### src/design/lrcfb_pkg.sv
package lrcfb_pkg;

  typedef enum logic {
    OP_START = 1'b0,
    OP_DATA  = 1'b1
  } op_t;

  localparam int unsigned BURST_MAX = 8;
  localparam int unsigned IDX_W     = $clog2(BURST_MAX);

  localparam logic [7:0] CTRL_BYTE = 8'h03;
  localparam logic [7:0] LEN_EXTRA = 8'd8;
  localparam logic [7:0] SOF_RESET = 8'h01;

  // Register word index (paddr[2]).
  localparam logic REG_SOF = 1'b0;

  // Start request: header then trailer when empty.
  localparam logic [IDX_W-1:0] LAST_HDR   = IDX_W'(5);
  localparam logic [IDX_W-1:0] LAST_EMPTY = IDX_W'(7);
  // Data request: byte alone, or byte plus trailer.
  localparam logic [IDX_W-1:0] LAST_DATA  = IDX_W'(0);
  localparam logic [IDX_W-1:0] LAST_CLOSE = IDX_W'(2);

  // Bytes owed to the output for one request.
  typedef struct packed {
    logic [BURST_MAX-1:0][7:0] bytes;
    logic [BURST_MAX-1:0]      last;
    logic [BURST_MAX-1:0]      fend;
    logic [IDX_W-1:0]          last_idx;
  } burst_t;

endpackage

### src/design/lrcfb_frame_gen.sv
module lrcfb_frame_gen (
  input  logic            clk,
  input  logic            rst,
  input  logic            in_valid,
  output logic            in_ready,
  input  lrcfb_pkg::op_t  op,
  input  logic [7:0]      cmd_first,
  input  logic [7:0]      cmd_second,
  input  logic [7:0]      payload_len,
  input  logic [7:0]      data_byte,
  input  logic [7:0]      sof,
  output logic            burst_valid,
  output lrcfb_pkg::burst_t burst,
  input  logic            burst_take
);
  import lrcfb_pkg::*;

  logic       accept;
  logic       emits;
  logic [7:0] lrc;
  logic [7:0] lrc_next;
  logic [7:0] remaining;
  logic [7:0] remaining_next;
  logic       in_frame;
  logic       in_frame_next;
  logic [7:0] len_byte;
  logic [7:0] hdr_lrc;
  logic [7:0] data_lrc;
  logic [7:0] rem_dec;
  burst_t     burst_next;

  assign in_ready = !burst_valid || burst_take;
  assign accept   = in_valid && in_ready;

  assign len_byte = payload_len + LEN_EXTRA;
  assign hdr_lrc  = sof ^ len_byte ^ CTRL_BYTE ^ cmd_first ^ cmd_second;
  assign data_lrc = lrc ^ data_byte;
  assign rem_dec  = remaining - 8'd1;

  always_comb begin
    burst_next     = '0;
    emits          = 1'b0;
    lrc_next       = lrc;
    remaining_next = remaining;
    in_frame_next  = in_frame;
    unique case (op)
      OP_START: begin
        emits               = 1'b1;
        lrc_next            = hdr_lrc;
        remaining_next      = payload_len;
        in_frame_next       = (payload_len != 8'd0);
        burst_next.bytes[0] = sof;
        burst_next.bytes[1] = len_byte;
        burst_next.bytes[2] = 8'h00;
        burst_next.bytes[3] = CTRL_BYTE;
        burst_next.bytes[4] = cmd_first;
        burst_next.bytes[5] = cmd_second;
        burst_next.bytes[6] = hdr_lrc;
        burst_next.bytes[7] = ~hdr_lrc;
        burst_next.last[5]  = (payload_len != 8'd0);
        burst_next.last[7]  = (payload_len == 8'd0);
        burst_next.fend[7]  = (payload_len == 8'd0);
        burst_next.last_idx = (payload_len == 8'd0) ? LAST_EMPTY : LAST_HDR;
      end
      OP_DATA: begin
        if (in_frame) begin
          emits               = 1'b1;
          lrc_next            = data_lrc;
          remaining_next      = rem_dec;
          in_frame_next       = (rem_dec != 8'd0);
          burst_next.bytes[0] = data_byte;
          burst_next.bytes[1] = data_lrc;
          burst_next.bytes[2] = ~data_lrc;
          burst_next.last[0]  = (rem_dec != 8'd0);
          burst_next.last[2]  = (rem_dec == 8'd0);
          burst_next.fend[2]  = (rem_dec == 8'd0);
          burst_next.last_idx = (rem_dec == 8'd0) ? LAST_CLOSE : LAST_DATA;
        end
      end
      default: ;
    endcase
  end

  always_ff @(posedge clk) begin
    if (rst) begin
      lrc         <= '0;
      remaining   <= '0;
      in_frame    <= 1'b0;
      burst_valid <= 1'b0;
    end else begin
      if (accept) begin
        lrc       <= lrc_next;
        remaining <= remaining_next;
        in_frame  <= in_frame_next;
      end
      if (accept && emits) begin
        burst_valid <= 1'b1;
      end else if (burst_take) begin
        burst_valid <= 1'b0;
      end
    end
  end

  always_ff @(posedge clk) begin
    if (accept && emits) begin
      burst <= burst_next;
    end
  end

  a_open_has_count: assert property (@(posedge clk) disable iff (rst)
    in_frame |-> remaining != 8'd0)
    else $error("open frame with no payload left");

  a_empty_closes: assert property (@(posedge clk) disable iff (rst)
    accept && op == OP_START && payload_len == 8'd0 |=> !in_frame)
    else $error("empty frame left open");

  a_stray_data: assert property (@(posedge clk) disable iff (rst)
    accept && op == OP_DATA && !in_frame && !burst_take |=>
      burst_valid == $past(burst_valid))
    else $error("data outside a frame produced output");

endmodule

### src/design/lrcfb_serializer.sv
module lrcfb_serializer (
  input  logic              clk,
  input  logic              rst,
  input  logic              burst_valid,
  input  lrcfb_pkg::burst_t burst,
  output logic              burst_take,
  output logic              out_valid,
  input  logic              out_ready,
  output logic [7:0]        out_byte,
  output logic              out_last,
  output logic              out_end
);
  import lrcfb_pkg::*;

  burst_t           cur;
  logic             valid;
  logic [IDX_W-1:0] idx;
  logic             take;
  logic             at_end;
  logic             load;

  assign take       = valid && out_ready;
  assign at_end     = (idx == cur.last_idx);
  assign load       = !valid || (take && at_end);
  assign burst_take = burst_valid && load;

  assign out_valid = valid;
  assign out_byte  = cur.bytes[idx];
  assign out_last  = cur.last[idx];
  assign out_end   = cur.fend[idx];

  always_ff @(posedge clk) begin
    if (rst) begin
      valid <= 1'b0;
      idx   <= '0;
    end else if (load) begin
      valid <= burst_valid;
      idx   <= '0;
    end else if (take) begin
      idx <= idx + IDX_W'(1);
    end
  end

  always_ff @(posedge clk) begin
    if (burst_take) begin
      cur <= burst;
    end
  end

  a_idx_bound: assert property (@(posedge clk) disable iff (rst)
    valid |-> idx <= cur.last_idx)
    else $error("byte index past end of burst");

  a_end_is_last: assert property (@(posedge clk) disable iff (rst)
    valid && out_end |-> out_last && at_end)
    else $error("frame end not on last byte of request");

endmodule

### src/design/lrc_command_frame_builder_core.sv
// Channel  | Dir | Handshake         | Payload
// ---------+-----+-------------------+---------------------------------------------
// s_*      | in  | s_tvalid/s_tready | tuser: operation; tdata: cmd_first,
//          |     |                   |   cmd_second, payload_len, data_byte
// m_*      | out | m_tvalid/m_tready | tdata: out_byte; tlast: last_of_run;
//          |     |                   |   tuser: frame_end
// apb      | in  | psel/penable      | reg 0 @0x0: sof_byte[7:0], reset 0x01
//
// A request is registered as a burst of 1..8 bytes in the cycle it is taken;
// the output serializer then sends one byte per cycle while m_tready is high.
// A start request yields 6 or 8 output bytes, a data request 1 or 3; the rate
// is set by the serializer, which sends one byte a cycle while m_tready is high.
// One burst waits behind the one being sent, so s_tready stays high until both
// are occupied. Stray data requests are accepted and send nothing.
// rst is synchronous and clears frame state, LRC and both burst slots.
module lrc_command_frame_builder_core (
  input  logic        clk,
  input  logic        rst,
  // APB
  input  logic        psel,
  input  logic        penable,
  input  logic        pwrite,
  input  logic [2:0]  paddr,
  input  logic [31:0] pwdata,
  output logic [31:0] prdata,
  output logic        pready,
  // request stream
  input  logic        s_tvalid,
  output logic        s_tready,
  input  logic [31:0] s_tdata,   // [7:0] cmd_first, [15:8] cmd_second,
                                 // [23:16] payload_len, [31:24] data_byte
  input  logic        s_tuser,   // [0] operation: 0 start, 1 data
  // byte stream
  output logic        m_tvalid,
  input  logic        m_tready,
  output logic [7:0]  m_tdata,   // [7:0] out_byte
  output logic        m_tlast,   // last_of_run
  output logic        m_tuser    // [0] frame_end
);
  import lrcfb_pkg::*;

  logic   sof_wr;
  logic [7:0] sof;
  logic   burst_valid;
  logic   burst_take;
  burst_t burst;
  op_t    op;

  // Config: one word, byte offset ignored.
  assign pready = 1'b1;
  assign sof_wr = psel && penable && pwrite && pready && (paddr[2] == REG_SOF);
  assign prdata = (paddr[2] == REG_SOF) ? {24'd0, sof} : 32'd0;

  always_ff @(posedge clk) begin
    if (rst) begin
      sof <= SOF_RESET;
    end else if (sof_wr) begin
      sof <= pwdata[7:0];
    end
  end

  assign op = op_t'(s_tuser);

  lrcfb_frame_gen u_gen (
    .clk         (clk),
    .rst         (rst),
    .in_valid    (s_tvalid),
    .in_ready    (s_tready),
    .op          (op),
    .cmd_first   (s_tdata[7:0]),
    .cmd_second  (s_tdata[15:8]),
    .payload_len (s_tdata[23:16]),
    .data_byte   (s_tdata[31:24]),
    .sof         (sof),
    .burst_valid (burst_valid),
    .burst       (burst),
    .burst_take  (burst_take)
  );

  lrcfb_serializer u_ser (
    .clk         (clk),
    .rst         (rst),
    .burst_valid (burst_valid),
    .burst       (burst),
    .burst_take  (burst_take),
    .out_valid   (m_tvalid),
    .out_ready   (m_tready),
    .out_byte    (m_tdata),
    .out_last    (m_tlast),
    .out_end     (m_tuser)
  );

  a_sof_write: assert property (@(posedge clk) disable iff (rst)
    sof_wr |=> sof == $past(pwdata[7:0]))
    else $error("sof register write lost");

  a_ready_when_free: assert property (@(posedge clk) disable iff (rst)
    !burst_valid |-> s_tready)
    else $error("request stalled with free slot");

  a_hold_full: assert property (@(posedge clk) disable iff (rst)
    burst_valid && !burst_take |=> burst_valid)
    else $error("pending burst dropped");

endmodule

### config.mk
export PLATFORM = sky130hd
export DESIGN_NAME = lrc_command_frame_builder_core
export DESIGN_NICKNAME = d
export VERILOG_FILES = /design/src/design/lrcfb_pkg.sv /design/src/design/lrcfb_frame_gen.sv /design/src/design/lrcfb_serializer.sv /design/src/design/lrc_command_frame_builder_core.sv
export SDC_FILE = /design/constraint.sdc
export NUM_CORES = 1
export LEC_CHECK = 0
export BUFFER_PORTS_ARGS = -buffer_cell sky130_fd_sc_hd__buf_4
export CAP_MARGIN = 20
export CORE_AREA = 2 2 128 130
export DETAILED_ROUTE_END_ITERATION = 8
export DIE_AREA = 0 0 130 132
export PLACE_DENSITY = 0.74
export SKIP_LAST_GASP = 1
export SLEW_MARGIN = 30
export SYNTH_ARGS = -nofsm -noshare
export SYNTH_HDL_FRONTEND = slang
export SYNTH_SLANG_ARGS = --single-unit
### constraint.sdc
create_clock -name clk -period 4.6 [get_ports clk]
set_input_delay 0.69 -clock clk [delete_from_list [all_inputs] [get_ports clk]]
set_output_delay 0.69 -clock clk [all_outputs]
set_load 0.05 [all_outputs]
==> summary.md <==
| Metric | Value |
|---|---|
| Arrival time at the worst endpoint | 2.74 ns |
| Gate power share | 10.4% |
| Synth Flop Type | edfxtp_1 |
| Final period utilization | 74.63% |
| Port Buffers | 68 |
| Switching Share | 23.19% |
| Pin slew with the least headroom to its limit | 0.8217 ns |
| Clock transition at path regs | 0.06 ns |
| Crit path time final | 3.433 ns |
| Crit-path slowest cell | dfxtp_1 |
| Hold_sp | u_gen.burst[35]$_SDFFCE_PN0P_ |
| Yosys top cell by area | edfxtp_1 |
| CTS Root Cell | clkbuf_16 |
| GPL Wtd Cong | 0.8576 |
| Top post-synthesis cells by area | edfxtp_1 (55%), dfxtp_1 (8.7%), mux4_2 (3.2%) |
| Total Wirelength | 14.54 mm |
| R2R Path End | u_gen.burst[53]$_SDFFCE_PP0P_ |
| Synth warnings | 0 |
| Setup tns final | 0 ns |
| Worst VDD drop | 0.2797 mV |
| Vias in the first global route | 4422 |
| CP Class | reg -> out |
| Power Density | 412.7 nW/um^2 |
| Post-DR wirelength/cell | 17.24 microns |
| Hold Vio Cnt, Final | 0 |
| I/O pin total | 120 |
| Die Ht | 132 microns |
| RSZ-0062 raised after global routing | no |
| Worst Reg2Reg Path Length in Cells | 5 |
| Critical Path RT | 3.91 ns |
| Post-route cell area | 8152 sq um |
| Hold Path Depth | 0 |
| DR vias | 4393 |
| Status | complete, no violations |
| H-Tree Level Count | 4 |
| Antenna-violating nets left | 0 |
| Post-synthesis cell area | 6942 sq um |
| CP Launch Type | flop |
| FFs w/ async S/R, synth | 0% |
| Reg-to-Reg Start | u_ser.idx[1]$_SDFFE_PP0P_ |
| Layout fillers | 1320 |
| Initial core utilization | 44.18% |
| Hold WC Path Type | reg -> reg |
| Remaining Overflow, GRT | 0 |
| Largest net degree at the start of global routing | 68 |
| Avg Cell Area, Syn | 12.62 sq um |
| Post-synth EDFFs | 126 |
| Worst slew margin | 45.11% |
| Clock Skews | 0.006801 ns |
| Iteration-0 DRC Markers | 365 |
| Ant. Diodes | 0 |
| Placed cell area | 7586 sq um |
| Crit-path max FO | 12 |
| Clock network fraction of total power | 40.4% |
| Worst hold endpoint | u_ser.cur[35]$_DFFE_PP_ |
| Die Wd | 130 microns |
| Post-synthesis cell count | 550 |
| Synth Register Bits | 156 |
| Top cell type's share of synthesized area | 54.51% |
| Max Cap Viol | 0 |
| Clock Latency Late Sink | 0.42 ns |
| Final Max Slew Viols | 0 |
| Post-CTS Setup Bufs | 0 |
| Sequential power share | 49.1% |
| Yosys cell types | 55 |
| Via density | 5.211 |
| Post-CTS sizing | 0 |
| Leak | 2.954 nW |
| CTS Sinks | 156 |
| First-pass GRT wire length | 22.91 mm |
| Sequential cell area fraction in the yosys report | 63.16% |
| Worst-path cell chain | buf_4, nor2b_1, a211oi_1, a21oi_1, buf_4 |
| Fin nets | 693 |
| Die area | 17160 sq um |
| Slowest stage delay, CP | 0.75 ns |
| Fmax | 291.3 MHz |
| Int Pwr | 0.002584 W |
| CTS tree | built |
| Crit path top cell by count | buf_4 |
| Final Setup Violations | 0 |
| Worst setup EP type | primary output |
| Area grow syn2layout | 17.43% |
| Sw power | 0.0007801 W |
| Residual DRC | 0 |
| TritonCTS Buffers | 17 |
| FF-to-FF setup slack | 1.73 ns |
| Row count | 46 |
| Core ar. | 15710 sq um |
| Detail Placement HPWL | 9.577 mm |
| Post-CTS Hold Fix Bufs | 0 |
| Drt pass-1 iters | 5 |
| Critical Path Source | u_ser.idx[0]$_SDFFE_PP0P_ |
| Share of cells above drive strength 1 | 18.98% |
| CTS Buffer Depth | 2 |
| Initial antenna violation count | 1 |
| GR Util All Layers | 17.88% |
[through the flow]
step                util (%)  setup WS (ns)  power (W)  instances  hold WS [ns]
floorplan                  -        0.09720   0.001934        573        0.4003
global placement       48.28          1.547   0.002014        811        0.4003
detailed placement     48.28          1.550   0.002030        811        0.4045
CTS                    51.88          1.089   0.003377        843        0.4156
global route           51.88         0.9974   0.003477        843        0.4177
finish                 51.88          1.167   0.003364        843        0.4155
[how the worst max path moves through the flow]
stage | end
floorplan | u_ser.cur[0]$_DFFE_PP_
global placement | m_tdata[2]
detailed placement | m_tdata[2]
CTS | m_tdata[2]
global route | m_tdata[2]
finish | m_tdata[2]
[registers in the layout, summed over array words and instances (netlist names)]
| signal | count |
|---|---|
| u_gen.in_frame | 1 |
| u_ser.idx | 3 |
| u_gen.remaining | 8 |
| u_gen.burst | 63 |
| sof | 8 |
| u_gen.lrc | 8 |
| u_ser.cur | 63 |
| u_ser.out_valid | 1 |
| u_gen.burst_valid | 1 |
[placed cells by master, fill, tap and decap left out, types with 6 or more instances in the layout]
master	netlist	routed
mux2i_1	8	8
o21ai_0	23	23
nand3_1	15	15
nand2_1	31	31
nor2_1	41	41
buf_4	25	74
edfxtp_1	126	126
a211oi_1	6	6
dfxtp_1	30	30
xnor2_1	24	24
xor2_1	15	15
and2_1	11	11
nor2b_1	27	26
clkbuf_16	0	17
inv_1	21	20
a21oi_1	41	41
conb_1	2	25
mux4_2	10	10
[synth_stat cells (all sizes together), types with 2 or more instances]
library cell and instances:
mux2i 8, nand3b 2, nand2b 3, o21bai 5, a211oi 6, conb 2
o22ai 5, nor2 41, a31oi 3, ha 4, o211ai 2, mux4 10
o2bb2ai 2, mux2 2, a211o 4, nor3 2, and2 11, nand2 31
a21o 3, nor2b 27, buf 37, edfxtp 126, xor2 15, o31ai 3
nand3 15, o41ai 2, nand4b 2, a21oi 42, dfxtp 30, o21ai 23
and3 3, xnor2 24, nor4 4, clkbuf 17, inv 21, or3b 2
[power by group through the flow]
| stage | Sequential, W | Clock, W | Combinational (W) |
|---|---|---|---|
| 6_report | 0.00165 | 0.00136 | 0.000351 |
| 5_1_grt | 0.00166 | 0.00144 | 0.000380 |
| 4_1_cts | 0.00165 | 0.00137 | 0.000351 |
| 3_5_place_dp | 0.00168 | 0 | 0.000348 |
| 3_3_place_gp | 0.00168 | 0 | 0.000338 |
| 2_1_floorplan | 0.00167 | 0 | 0.000260 |
[worst max-delay path, delay by kind of cell (launching register included)]
kind,cells,cell delay [ns]
AOI/OAI and AO/OA,2,0.36
buffers and inverters,2,0.58
DFF,1,0.75
and+or+nand+nor,1,0.63
[logic make-up after synthesis]
kind of cell	after synthesis	share of synthesized area, %
compound gates	106	9.643
xor+xnor	40	5.245
simple gates	147	10.72
other cells	2	0.1082
fa+ha+maj	4	0.7210
buf+inv	75	5.678
mux	20	4.723
flops	156	63.16
[layout make-up]
class                           count  area [sq um]  area share, %
Sequential cell                   156          4384          53.78
Tap cell                          216         270.3          3.315
Multi-Input combinational cell    342          2257          27.69
Clock inverter                     11         125.1          1.535
Timing Repair Buffer               76         595.6          7.306
Clock buffer                       21         440.4          5.403
Inverter                           21         78.83         0.9670
[metal layers]
layer / wire length [microns] / track usage [%] / vias up
li1: - / - / 2063
met1: 5824 / 21.44 / 2142
met2: 7535 / 30.28 / 163
met3: 878 / 5.154 / 25
met4: 298 / 6.870 / 0
met5: 0 / 0 / -
Note: power is estimated with default switching activity, not from simulation.
